**src/hdl/dnsarp_pkg.sv**
```systemverilog
// dnsarp_pkg: constants, result types and shared codes for the dns answer parser
// no dependencies; imported by dnsarp_res_if and by every module of the block
package dnsarp_pkg;

	localparam int MAX_MESSAGE_DEF = 2048;
	localparam int MAX_RECORDS_DEF = 16;

	// result buffer between the parser and the output channel
	localparam int RES_DEPTH = 4;

	localparam logic [15:0] EXPECTED_ID_RST = 16'h4c37;

	localparam int ADDR_W    = 64;
	localparam int RES_CNT_W = 5;

	// header byte positions
	localparam int POS_ID_HI = 0;
	localparam int POS_ID_LO = 1;
	localparam int POS_FLAGS = 2;
	localparam int POS_QD_HI = 4;
	localparam int POS_QD_LO = 5;
	localparam int POS_AN_HI = 6;
	localparam int POS_AN_LO = 7;
	localparam int POS_HDR_END = 11;

	// answer fixed part positions
	localparam logic [3:0] FPOS_TYPE_HI = 4'd0;
	localparam logic [3:0] FPOS_TYPE_LO = 4'd1;
	localparam logic [3:0] FPOS_LEN_HI  = 4'd8;
	localparam logic [3:0] FPOS_LEN_LO  = 4'd9;

	localparam logic [3:0] QFIXED_LEN = 4'd4;
	localparam logic [3:0] AFIXED_LEN = 4'd10;

	localparam logic [7:0] PTR_MARK = 8'hc0;

	localparam logic [15:0] TYPE_A    = 16'd1;
	localparam logic [15:0] TYPE_AAAA = 16'd28;
	localparam logic [15:0] LEN_A     = 16'd4;
	localparam logic [15:0] LEN_AAAA  = 16'd16;

	localparam logic KIND_A    = 1'b0;
	localparam logic KIND_AAAA = 1'b1;

	localparam logic [1:0] ST_OK    = 2'd0;
	localparam logic [1:0] ST_HDR   = 2'd1;
	localparam logic [1:0] ST_TRUNC = 2'd2;

	typedef struct packed {
		logic                 is_done;
		logic                 record_kind;
		logic [ADDR_W-1:0]    addr_high;
		logic [ADDR_W-1:0]    addr_low;
		logic [RES_CNT_W-1:0] v4_count;
		logic [RES_CNT_W-1:0] v6_count;
		logic [1:0]           status;
		logic                 last_of_run;
	} result_t;

	// up to two results per byte: a record first, then the done summary
	typedef struct packed {
		logic    rec_v;
		logic    done_v;
		result_t rec;
		result_t done;
	} push_t;

endpackage

```
**src/hdl/dnsarp_ifs.sv**
```systemverilog
// dnsarp_ifs: valid/ready channels for message bytes and parse results
// depends on dnsarp_pkg for field widths
interface dnsarp_msg_if;
	logic       valid;
	logic       ready;
	logic [7:0] data_byte;
	logic       is_last;

	modport source(output valid, output data_byte, output is_last, input ready);
	modport sink(input valid, input data_byte, input is_last, output ready);
endinterface

interface dnsarp_res_if;
	import dnsarp_pkg::*;
	logic                 valid;
	logic                 ready;
	logic                 is_done;
	logic                 record_kind;
	logic [ADDR_W-1:0]    addr_high;
	logic [ADDR_W-1:0]    addr_low;
	logic [RES_CNT_W-1:0] v4_count;
	logic [RES_CNT_W-1:0] v6_count;
	logic [1:0]           status;
	logic                 last_of_run;

	modport source(output valid, output is_done, output record_kind, output addr_high,
		output addr_low, output v4_count, output v6_count, output status,
		output last_of_run, input ready);
	modport sink(input valid, input is_done, input record_kind, input addr_high,
		input addr_low, input v4_count, input v6_count, input status,
		input last_of_run, output ready);
endinterface

```
**src/hdl/dnsarp_parse.sv**
```systemverilog
// dnsarp_parse: per-byte dns reply parser state and result generation
// depends on dnsarp_pkg and dnsarp_msg_if
module dnsarp_parse #(
	parameter int MAX_MESSAGE = dnsarp_pkg::MAX_MESSAGE_DEF,
	parameter int MAX_RECORDS = dnsarp_pkg::MAX_RECORDS_DEF
) (
	input  logic                clk,
	input  logic                arst_n,
	input  logic [15:0]         expected_id,
	input  logic                room,
	dnsarp_msg_if.sink          msg,
	output dnsarp_pkg::push_t   push
);
	import dnsarp_pkg::*;

	localparam int OFS_W = $clog2(MAX_MESSAGE + 1);
	localparam int CNT_W = $clog2(MAX_RECORDS + 1);

	typedef enum logic [7:0] {
		PH_HEADER = 8'b0000_0001,
		PH_QNAME  = 8'b0000_0010,
		PH_QFIXED = 8'b0000_0100,
		PH_ANAME  = 8'b0000_1000,
		PH_AFIXED = 8'b0001_0000,
		PH_RDATA  = 8'b0010_0000,
		PH_DONE   = 8'b0100_0000,
		PH_REJECT = 8'b1000_0000
	} phase_t;

	phase_t            phase_q, phase_n;
	logic [OFS_W-1:0]  offset_q, offset_n;
	logic [15:0]       qleft_q, qleft_n;
	logic [15:0]       aleft_q, aleft_n;
	logic [7:0]        lbl_q, lbl_n;
	logic [3:0]        fix_q, fix_n;
	logic [15:0]       rtype_q, rtype_n;
	logic [15:0]       rlen_q, rlen_n;
	logic [ADDR_W-1:0] acc_hi_q, acc_hi_n;
	logic [ADDR_W-1:0] acc_lo_q, acc_lo_n;
	logic [CNT_W-1:0]  cnt4_q, cnt4_n;
	logic [CNT_W-1:0]  cnt6_q, cnt6_n;
	logic [3:0]        fpos;
	logic [7:0]        b;
	logic              acc;

	assign msg.ready = room;
	assign acc       = msg.valid && room;
	assign b         = msg.data_byte;
	assign fpos      = AFIXED_LEN - fix_q;

	always_comb begin
		phase_n  = phase_q;
		offset_n = offset_q;
		qleft_n  = qleft_q;
		aleft_n  = aleft_q;
		lbl_n    = lbl_q;
		fix_n    = fix_q;
		rtype_n  = rtype_q;
		rlen_n   = rlen_q;
		acc_hi_n = acc_hi_q;
		acc_lo_n = acc_lo_q;
		cnt4_n   = cnt4_q;
		cnt6_n   = cnt6_q;
		push     = '0;
		if (acc) begin
			if (offset_q < OFS_W'(MAX_MESSAGE)) begin
				offset_n = offset_q + OFS_W'(1);
				unique case (phase_q)
					PH_HEADER: begin
						if ((offset_q == OFS_W'(POS_ID_HI) && b != expected_id[15:8]) ||
							(offset_q == OFS_W'(POS_ID_LO) && b != expected_id[7:0]) ||
							(offset_q == OFS_W'(POS_FLAGS) && !b[7])) begin
							phase_n = PH_REJECT;
						end else begin
							if (offset_q == OFS_W'(POS_QD_HI)) qleft_n[15:8] = b;
							if (offset_q == OFS_W'(POS_QD_LO)) qleft_n[7:0] = b;
							if (offset_q == OFS_W'(POS_AN_HI)) aleft_n[15:8] = b;
							if (offset_q == OFS_W'(POS_AN_LO)) aleft_n[7:0] = b;
							if (offset_q == OFS_W'(POS_HDR_END)) begin
								lbl_n = '0;
								if (qleft_q != '0) phase_n = PH_QNAME;
								else phase_n = (aleft_q != '0) ? PH_ANAME : PH_DONE;
							end
						end
					end
					PH_QNAME: begin
						if (lbl_q != '0) begin
							lbl_n = lbl_q - 8'd1;
						end else if (b == '0) begin
							fix_n   = QFIXED_LEN;
							phase_n = PH_QFIXED;
						end else if ((b & PTR_MARK) == PTR_MARK) begin
							// second pointer byte rides along as an extra fixed byte
							fix_n   = QFIXED_LEN + 4'd1;
							phase_n = PH_QFIXED;
						end else begin
							lbl_n = b;
						end
					end
					PH_QFIXED: begin
						fix_n = fix_q - 4'd1;
						if (fix_n == '0) begin
							qleft_n = qleft_q - 16'd1;
							lbl_n   = '0;
							if (qleft_n != '0) phase_n = PH_QNAME;
							else phase_n = (aleft_q != '0) ? PH_ANAME : PH_DONE;
						end
					end
					PH_ANAME: begin
						if (lbl_q != '0) begin
							lbl_n = lbl_q - 8'd1;
						end else if (b == '0) begin
							fix_n   = AFIXED_LEN;
							phase_n = PH_AFIXED;
						end else if ((b & PTR_MARK) == PTR_MARK) begin
							fix_n   = AFIXED_LEN + 4'd1;
							phase_n = PH_AFIXED;
						end else begin
							lbl_n = b;
						end
					end
					PH_AFIXED: begin
						if (fix_q <= AFIXED_LEN) begin
							if (fpos == FPOS_TYPE_HI) rtype_n[15:8] = b;
							if (fpos == FPOS_TYPE_LO) rtype_n[7:0] = b;
							if (fpos == FPOS_LEN_HI) rlen_n[15:8] = b;
							if (fpos == FPOS_LEN_LO) rlen_n[7:0] = b;
						end
						fix_n = fix_q - 4'd1;
						if (fix_n == '0) begin
							// only well-formed a / aaaa records keep their type
							if (!((rtype_n == TYPE_A && rlen_n == LEN_A) ||
								(rtype_n == TYPE_AAAA && rlen_n == LEN_AAAA))) begin
								rtype_n = '0;
							end
							acc_hi_n = '0;
							acc_lo_n = '0;
							lbl_n    = '0;
							if (rlen_n != '0) begin
								phase_n = PH_RDATA;
							end else begin
								aleft_n = aleft_q - 16'd1;
								phase_n = (aleft_n != '0) ? PH_ANAME : PH_DONE;
							end
						end
					end
					PH_RDATA: begin
						acc_hi_n = {acc_hi_q[ADDR_W-9:0], acc_lo_q[ADDR_W-1:ADDR_W-8]};
						acc_lo_n = {acc_lo_q[ADDR_W-9:0], b};
						rlen_n   = rlen_q - 16'd1;
						if (rlen_n == '0) begin
							if (rtype_q == TYPE_A && cnt4_q < CNT_W'(MAX_RECORDS)) begin
								push.rec_v            = 1'b1;
								push.rec.record_kind  = KIND_A;
								push.rec.addr_low     = {32'd0, acc_lo_n[31:0]};
								cnt4_n                = cnt4_q + CNT_W'(1);
							end else if (rtype_q == TYPE_AAAA &&
								cnt6_q < CNT_W'(MAX_RECORDS)) begin
								push.rec_v            = 1'b1;
								push.rec.record_kind  = KIND_AAAA;
								push.rec.addr_high    = acc_hi_n;
								push.rec.addr_low     = acc_lo_n;
								cnt6_n                = cnt6_q + CNT_W'(1);
							end
							push.rec.last_of_run = !msg.is_last;
							aleft_n = aleft_q - 16'd1;
							phase_n = (aleft_n != '0) ? PH_ANAME : PH_DONE;
						end
					end
					PH_DONE, PH_REJECT: begin
					end
					default: begin
					end
				endcase
			end
			if (msg.is_last) begin
				push.done_v           = 1'b1;
				push.done.is_done     = 1'b1;
				push.done.v4_count    = RES_CNT_W'(cnt4_n);
				push.done.v6_count    = RES_CNT_W'(cnt6_n);
				push.done.last_of_run = 1'b1;
				if (phase_n == PH_HEADER || phase_n == PH_REJECT) push.done.status = ST_HDR;
				else if (phase_n == PH_DONE) push.done.status = ST_OK;
				else push.done.status = ST_TRUNC;
				// start afresh for the next message
				phase_n  = PH_HEADER;
				offset_n = '0;
				qleft_n  = '0;
				aleft_n  = '0;
				lbl_n    = '0;
				fix_n    = '0;
				rtype_n  = '0;
				rlen_n   = '0;
				acc_hi_n = '0;
				acc_lo_n = '0;
				cnt4_n   = '0;
				cnt6_n   = '0;
			end
		end
	end

	always_ff @(posedge clk or negedge arst_n) begin
		if (!arst_n) begin
			phase_q  <= PH_HEADER;
			offset_q <= '0;
			qleft_q  <= '0;
			aleft_q  <= '0;
			lbl_q    <= '0;
			fix_q    <= '0;
			rtype_q  <= '0;
			rlen_q   <= '0;
			acc_hi_q <= '0;
			acc_lo_q <= '0;
			cnt4_q   <= '0;
			cnt6_q   <= '0;
		end else begin
			phase_q  <= phase_n;
			offset_q <= offset_n;
			qleft_q  <= qleft_n;
			aleft_q  <= aleft_n;
			lbl_q    <= lbl_n;
			fix_q    <= fix_n;
			rtype_q  <= rtype_n;
			rlen_q   <= rlen_n;
			acc_hi_q <= acc_hi_n;
			acc_lo_q <= acc_lo_n;
			cnt4_q   <= cnt4_n;
			cnt6_q   <= cnt6_n;
		end
	end

endmodule

```
**src/hdl/dnsarp_fifo.sv**
```systemverilog
// dnsarp_fifo: small result buffer taking up to two results a cycle
// depends on dnsarp_pkg and dnsarp_res_if
module dnsarp_fifo (
	input  logic              clk,
	input  logic              arst_n,
	input  dnsarp_pkg::push_t push,
	output logic              room,
	dnsarp_res_if.source      res
);
	import dnsarp_pkg::*;

	localparam int PTR_W = $clog2(RES_DEPTH);
	localparam int CNT_W = $clog2(RES_DEPTH + 1);

	result_t          mem_q [RES_DEPTH];
	logic [PTR_W-1:0] wp_q, rp_q, wp_done;
	logic [CNT_W-1:0] cnt_q;
	logic [CNT_W-1:0] n_push;
	logic             pop;
	result_t          head;

	assign head    = mem_q[rp_q];
	assign pop     = res.valid && res.ready;
	assign n_push  = CNT_W'(push.rec_v) + CNT_W'(push.done_v);
	assign wp_done = wp_q + PTR_W'(push.rec_v);
	// two free entries so a record and a done summary always fit
	assign room    = cnt_q <= CNT_W'(RES_DEPTH - 2);

	assign res.valid       = cnt_q != '0;
	assign res.is_done     = head.is_done;
	assign res.record_kind = head.record_kind;
	assign res.addr_high   = head.addr_high;
	assign res.addr_low    = head.addr_low;
	assign res.v4_count    = head.v4_count;
	assign res.v6_count    = head.v6_count;
	assign res.status      = head.status;
	assign res.last_of_run = head.last_of_run;

	always_ff @(posedge clk) begin
		if (push.rec_v) mem_q[wp_q] <= push.rec;
		if (push.done_v) mem_q[wp_done] <= push.done;
	end

	always_ff @(posedge clk or negedge arst_n) begin
		if (!arst_n) begin
			wp_q  <= '0;
			rp_q  <= '0;
			cnt_q <= '0;
		end else begin
			wp_q  <= wp_q + PTR_W'(n_push);
			rp_q  <= rp_q + PTR_W'(pop);
			cnt_q <= cnt_q + n_push - CNT_W'(pop);
		end
	end

endmodule

```
**src/hdl/dns_answer_record_parser_unit.sv**
```systemverilog
// dns_answer_record_parser_unit: top level of the dns reply a/aaaa address extractor
// depends on dnsarp_pkg, dnsarp_ifs, dnsarp_parse and dnsarp_fifo
//
// Takes a dns reply one byte per transfer on msg and returns address records and an
// end-of-message summary on res. Each byte updates the parser state in the cycle it is
// accepted; any record or summary it completes sits in a four-entry result buffer from
// the next cycle on. A byte can be accepted every cycle; msg.ready drops only while the
// result buffer has fewer than two free entries, which happens when res is held off.
// The reply id is compared against a register written through cfg_we / cfg_wdata,
// reset to 0x4c37; the user must write it only while idle, the block does not check.
module dns_answer_record_parser_unit #(
	parameter int MAX_MESSAGE = dnsarp_pkg::MAX_MESSAGE_DEF,
	parameter int MAX_RECORDS = dnsarp_pkg::MAX_RECORDS_DEF
) (
	input  logic         clk,
	input  logic         arst_n,
	input  logic         cfg_we,
	input  logic [15:0]  cfg_wdata,
	dnsarp_msg_if.sink   msg,
	dnsarp_res_if.source res
);
	import dnsarp_pkg::*;

	logic [15:0] expected_id_q;
	logic        room;
	push_t       push;

	always_ff @(posedge clk or negedge arst_n) begin
		if (!arst_n) begin
			expected_id_q <= EXPECTED_ID_RST;
		end else if (cfg_we) begin
			expected_id_q <= cfg_wdata;
		end
	end

	dnsarp_parse #(
		.MAX_MESSAGE(MAX_MESSAGE),
		.MAX_RECORDS(MAX_RECORDS)
	) u_parse (
		.clk        (clk),
		.arst_n     (arst_n),
		.expected_id(expected_id_q),
		.room       (room),
		.msg        (msg),
		.push       (push)
	);

	dnsarp_fifo u_fifo (
		.clk   (clk),
		.arst_n(arst_n),
		.push  (push),
		.room  (room),
		.res   (res)
	);

	// the final byte always leaves a summary waiting
	a_last_gives_done: assert property (@(posedge clk) disable iff (!arst_n)
		msg.valid && msg.ready && msg.is_last |=> res.valid)
		else $error("no result after final byte");

	a_done_ends_run: assert property (@(posedge clk) disable iff (!arst_n)
		res.valid && res.is_done |-> res.last_of_run)
		else $error("summary not last of run");

	a_record_fields: assert property (@(posedge clk) disable iff (!arst_n)
		res.valid && !res.is_done |->
			(res.v4_count == '0 && res.v6_count == '0 && res.status == ST_OK))
		else $error("record carries summary fields");

	a_v4_upper_zero: assert property (@(posedge clk) disable iff (!arst_n)
		res.valid && !res.is_done && res.record_kind == KIND_A |->
			(res.addr_high == '0 && res.addr_low[63:32] == '0))
		else $error("a record with upper address bits set");

endmodule

```
**src/flat_wrapper.sv**
```systemverilog
// flat-port wrapper written by rule: the top's interface ports become plain ports
module dns_answer_record_parser_unit_flat import dnsarp_pkg::*;
#(
	parameter int MAX_MESSAGE = dnsarp_pkg::MAX_MESSAGE_DEF,
	parameter int MAX_RECORDS = dnsarp_pkg::MAX_RECORDS_DEF
)
  (clk, arst_n, cfg_we, cfg_wdata, msg_valid, msg_data_byte, msg_is_last, msg_ready, res_valid, res_is_done, res_record_kind, res_addr_high, res_addr_low, res_v4_count, res_v6_count, res_status, res_last_of_run, res_ready);
  dnsarp_msg_if msg_i ();
  dnsarp_res_if res_i ();
  input  logic clk;
  input  logic arst_n;
  input  logic cfg_we;
  input  logic [15:0] cfg_wdata;
  input wire logic [$bits(msg_i.valid)-1:0] msg_valid;
  input wire logic [$bits(msg_i.data_byte)-1:0] msg_data_byte;
  input wire logic [$bits(msg_i.is_last)-1:0] msg_is_last;
  output wire logic [$bits(msg_i.ready)-1:0] msg_ready;
  output wire logic [$bits(res_i.valid)-1:0] res_valid;
  output wire logic [$bits(res_i.is_done)-1:0] res_is_done;
  output wire logic [$bits(res_i.record_kind)-1:0] res_record_kind;
  output wire logic [$bits(res_i.addr_high)-1:0] res_addr_high;
  output wire logic [$bits(res_i.addr_low)-1:0] res_addr_low;
  output wire logic [$bits(res_i.v4_count)-1:0] res_v4_count;
  output wire logic [$bits(res_i.v6_count)-1:0] res_v6_count;
  output wire logic [$bits(res_i.status)-1:0] res_status;
  output wire logic [$bits(res_i.last_of_run)-1:0] res_last_of_run;
  input wire logic [$bits(res_i.ready)-1:0] res_ready;
  assign msg_i.valid = msg_valid;
  assign msg_i.data_byte = msg_data_byte;
  assign msg_i.is_last = msg_is_last;
  assign msg_ready = msg_i.ready;
  assign res_valid = res_i.valid;
  assign res_is_done = res_i.is_done;
  assign res_record_kind = res_i.record_kind;
  assign res_addr_high = res_i.addr_high;
  assign res_addr_low = res_i.addr_low;
  assign res_v4_count = res_i.v4_count;
  assign res_v6_count = res_i.v6_count;
  assign res_status = res_i.status;
  assign res_last_of_run = res_i.last_of_run;
  assign res_i.ready = res_ready;
  dns_answer_record_parser_unit #(.MAX_MESSAGE(MAX_MESSAGE), .MAX_RECORDS(MAX_RECORDS)) u_core (.clk(clk), .arst_n(arst_n), .cfg_we(cfg_we), .cfg_wdata(cfg_wdata), .msg(msg_i), .res(res_i));
endmodule
```
**config.mk**
```make
export PLATFORM = sky130hd
export DESIGN_NAME = dns_answer_record_parser_unit_flat
export DESIGN_NICKNAME = d
export VERILOG_FILES = /design/src/hdl/dnsarp_pkg.sv /design/src/hdl/dnsarp_ifs.sv /design/src/hdl/dnsarp_parse.sv /design/src/hdl/dnsarp_fifo.sv /design/src/hdl/dns_answer_record_parser_unit.sv /design/src/flat_wrapper.sv
export SDC_FILE = /design/constraint.sdc
export NUM_CORES = 2
export LEC_CHECK = 0
export ABC_CLOCK_PERIOD_IN_PS = 5650
export BUFFER_PORTS_ARGS = -buffer_cell sky130_fd_sc_hd__buf_2
export CAP_MARGIN = 0
export CORE_MARGIN = 10
export CORE_UTILIZATION = 49
export DETAILED_ROUTE_END_ITERATION = 8
export GPL_ROUTABILITY_DRIVEN = 0
export PLACE_DENSITY = 0.74
export SETUP_SLACK_MARGIN = 0.4
export SLEW_MARGIN = 20
export SYNTH_ARGS = -nofsm -noshare
export SYNTH_HDL_FRONTEND = slang
export SYNTH_SLANG_ARGS = --single-unit
```
**constraint.sdc**
```tcl
create_clock -name clk -period 5.65 [get_ports clk]
set_clock_uncertainty 0.15 [all_clocks]
set_input_delay 0 -clock clk [delete_from_list [all_inputs] [get_ports clk]]
set_output_delay 0 -clock clk [all_outputs]
set_load 0.1 [all_outputs]
```
==> impl_metrics.env <==
export IMPL_cts_tree="done"
export IMPL_reg2reg_slack_ps=880
export IMPL_initial_core_util_pct=49.3
export IMPL_io_buffer_count=174
export IMPL_peakVddDrop_v=0.000265
export IMPL_drt_initial_drc_count=3374
export IMPL_clk_latency_ps=700
export IMPL_grt_antenna_before_repair=0
export IMPL_synth_distinct_cells=90
export IMPL_synth_top_area_share_pct=28.2
export IMPL_synth_common_cells="nand2_1 (784), a21oi_1 (578), dfxtp_1 (516)"
export IMPL_num_vias=31300
export IMPL_worst_pin_slew_ps=1070
export IMPL_syn_area_mm2=0.0366
export IMPL_dr_pass1_iters=6
export IMPL_cpPeakStageDelay_ps=600
export IMPL_drive_gt1_share_pct=14.1
export IMPL_syn_inst=3960
export IMPL_drv_cap=0
export IMPL_p_leak_nw=16.0
export IMPL_synthTopCellsByArea="dfxtp_1 (28%), dfrtp_1 (16%), mux4_2 (8.8%), nand2_1 (8.0%), a21oi_1 (7.9%)"
export IMPL_syn_nets=4015
export IMPL_tns_ps=0
export IMPL_post_synth_top_count_cell="nand2_1"
export IMPL_core_mm2=0.0743
export IMPL_slew_viol_final=0
export IMPL_die_y_um=293
export IMPL_max_freq_mhz=210
export IMPL_vias_per_cell=6.23
export IMPL_antenna_cells=0
export IMPL_grt_pass1_wl_mm=175
export IMPL_synthMuxAreaShare_pct=9.78
export IMPL_grt_use_met1_pct=32.9
export IMPL_hold_class="in -> reg"
export IMPL_utilization_pct=56.4
export IMPL_crit_slowest_cell="or4_4"
export IMPL_rsz0062_at_grt="false"
export IMPL_busiest_layer="met2"
export IMPL_synth_largest_area_cell="dfxtp_1"
export IMPL_num_rows=100
export IMPL_track_usage_pct=25.2
export IMPL_clock_root_buffer="clkbuf_16"
export IMPL_hpwl_mm=61.6
export IMPL_synth_fa_ha_area_share_pct=0.874
export IMPL_grt_max_degree=131
export IMPL_p_per_area_mw_per_mm2=407
export IMPL_fin_nets=4040
export IMPL_crit_fanout=72
export IMPL_fp_dieArea_mm2=0.0861
export IMPL_post_cts_setup_buffer_count=0
export IMPL_ios=175
export IMPL_outcome="complete, no violations"
export IMPL_crit_top_cell="or4_4"
export IMPL_final_antenna_net_count=0
export IMPL_grt_ovfl_total=0
export IMPL_synthArstFlopShare_pct=30.3
export IMPL_final_period_utilization_pct=84.3
export IMPL_gr_usage_met2_pct=41.8
export IMPL_routed_wl_mm=112
export IMPL_synth_seq_area_share_pct=49.8
export IMPL_synthSimpleGateAreaFrac_pct=19.4
export IMPL_yosysWarnings=0
export IMPL_avgSynthCellArea_um2=9.25
export IMPL_ys_ff_latch=821
export IMPL_drc=0
export IMPL_critPathRequiredTime_ps=5860
export IMPL_synth_xor_area_share_pct=1.05
export IMPL_multi_input_area_mm2=0.0169
export IMPL_area_growth_synth_to_final_pct=14.3
export IMPL_grtUsageMet3_pct=4.56
export IMPL_cp_arrival_ps=4970
export IMPL_synthFlopType="dfxtp_1"
export IMPL_worst_setup_path_end_kind="flip-flop"
export IMPL_synth_compound_area_share_pct=14.9
export IMPL_cp_start_kind="flip-flop"
export IMPL_cts_htree_levels=3
export IMPL_critPathKind="reg -> reg"
export IMPL_cts_clk_slew_worst_paths_ps=60
export IMPL_n_fill_cell=6299
export IMPL_grt_pass1_vias=30100
export IMPL_finalWorstPathRequiredPeriod_ps=4770
export IMPL_synth_top_family_by_area="simple AND/OR/NAND/NOR gates"
export IMPL_final_seq_area_mm2=0.0183
export IMPL_setup_viol_count_final=0
export IMPL_cts_buffers=86
export IMPL_clk_path_buf_depth=3
export IMPL_finalHoldViolations=0
export IMPL_synth_edf_count=56
export IMPL_avgRoutedWirePerCell_um=22.2
export IMPL_maxSlewHeadroom_pct=28.5
export IMPL_fp_dieW_um=293
export IMPL_cts_sinks=821
export IMPL_cp_cell_sequence="or4_4 > or4_4 > o21ai_4 > nand4_1 > nor4b_1 > ha_1 > xor2_1 > nand3_1 > inv_4 > buf_12"
## worst max-delay path: cells and delay by family (launching register included)
kind	cells	cell delay, ps
AO/OA/AOI/OAI	1	230
XOR/XNOR	1	190
adder cells (fa/ha/maj)	1	300
flip-flops	1	490
buffers and inverters	2	880
AND/OR/NAND/NOR	5	2250
## layer usage
metal	vias to the layer above	share of wire [%]
met2	1603	48
met5	-	0
met4	0	2.3
met3	179	9.1
met1	15400	40
li1	14100	-
## what timing repair did
| item | in CTS | in global routing |
|---|---|---|
| hold endpoints to repair | 397 | 0 |
| hold buffers | 64 | 0 |
| gates resized for setup | 0 | 0 |
## registers in the layout (all words and copies together) (netlist names), 12 cells and up
signal                   cells
u_core.expected_id_q        16
u_core.u_fifo.mem_q        572
u_core.u_parse.acc_hi_q     56
u_core.u_parse.acc_lo_q     64
u_core.u_parse.aleft_q      16
u_core.u_parse.offset_q     12
u_core.u_parse.qleft_q      16
u_core.u_parse.rlen_q       16
u_core.u_parse.rtype_q      16
## cell type report
cell class                      count  share of cell area [%]
Clock buffer                      122                    6.05
Clock inverter                     39                    1.64
Inverter                           30                   0.293
Multi-Input combinational cell   2762                    40.4
Sequential cell                   821                    43.6
Tap cell                          969                    2.89
Timing Repair Buffer              284                    5.13
## final timing paths
kind                                                         startpoint                                      end  cells after the start
min in group asynchronous                                        arst_n     u_core.expected_id_q[11]$_DFFE_PN1P_                      3
worst max register to register     u_core.u_parse.rlen_q[2]$_DFFE_PN0P_    u_core.u_fifo.mem_q[3][142]$_DFFE_PP_                     10
worst max-delay path               u_core.u_parse.rlen_q[2]$_DFFE_PN0P_    u_core.u_fifo.mem_q[3][142]$_DFFE_PP_                     10
worst min register to register  u_core.u_fifo.mem_q[3][52]$_SDFFE_PP0P_  u_core.u_fifo.mem_q[3][52]$_SDFFE_PP0P_                      2
max in group asynchronous                                        arst_n          u_core.u_fifo.rp_q[0]$_DFF_PN0_                      4
worst min-delay path                                             cfg_we     u_core.expected_id_q[12]$_DFFE_PN0P_                      3
## through the flow
step | instance area, µm² | power [mW] | hold WS, ps | setup WS, ps | std cells
global placement | 38000 | 10.7 | -186 | 983 | 4802
detailed placement | 38000 | 10.8 | -180 | 910 | 4802
global route | 41900 | 17.7 | 258 | 522 | 5027
CTS | 41900 | 17.1 | 207 | 859 | 5027
floorplan | 36600 | 9.75 | -446 | 775 | 3960
finish | 41900 | 17.0 | 239 | 885 | 5027
## report_power, final
part | internal, mW | switching (mW)
clock | 3.73 | 2.55
sequential | 6.13 | 0.532
combinational | 1.45 | 2.65
total | 11.3 | 5.73
## cell usage in the layout, fill, tap and decap left out, types with 9 or more instances in the layout
master / instances
a21oi_1: 578
a22o_1: 115
buf_12: 21
buf_2: 173
buf_4: 25
bufinv_16: 12
clkbuf_1: 16
clkbuf_16: 90
clkbuf_8: 16
clkinv_2: 13
dfrtp_1: 238
dfstp_2: 9
dfxtp_1: 516
dlygate4sd3_1: 63
edfxtp_1: 56
ha_1: 24
inv_1: 26
mux2_2: 17
mux2i_1: 17
mux4_2: 143
nand2_1: 782
nand2b_1: 15
nand3_1: 411
nand3b_1: 9
nand4_1: 14
nor2_1: 160
nor3_1: 50
nor3b_1: 9
nor4_1: 30
nor4b_1: 9
o21ai_0: 134
o21ai_1: 12
o31ai_1: 15
or3_1: 20
or4_1: 10
xnor2_1: 11
xor2_1: 33
## logic make-up (layout without fill, tap and decap cells)
kind of cell | after synthesis | after routing
AO/OA/AOI/OAI | 938 | 938
XOR/XNOR | 44 | 44
adder cells (fa/ha/maj) | 25 | 25
buffers and inverters | 377 | 475
flip-flops | 821 | 821
multiplexers | 177 | 177
AND/OR/NAND/NOR | 1578 | 1578
Note: power is estimated with default switching activity, not from simulation.
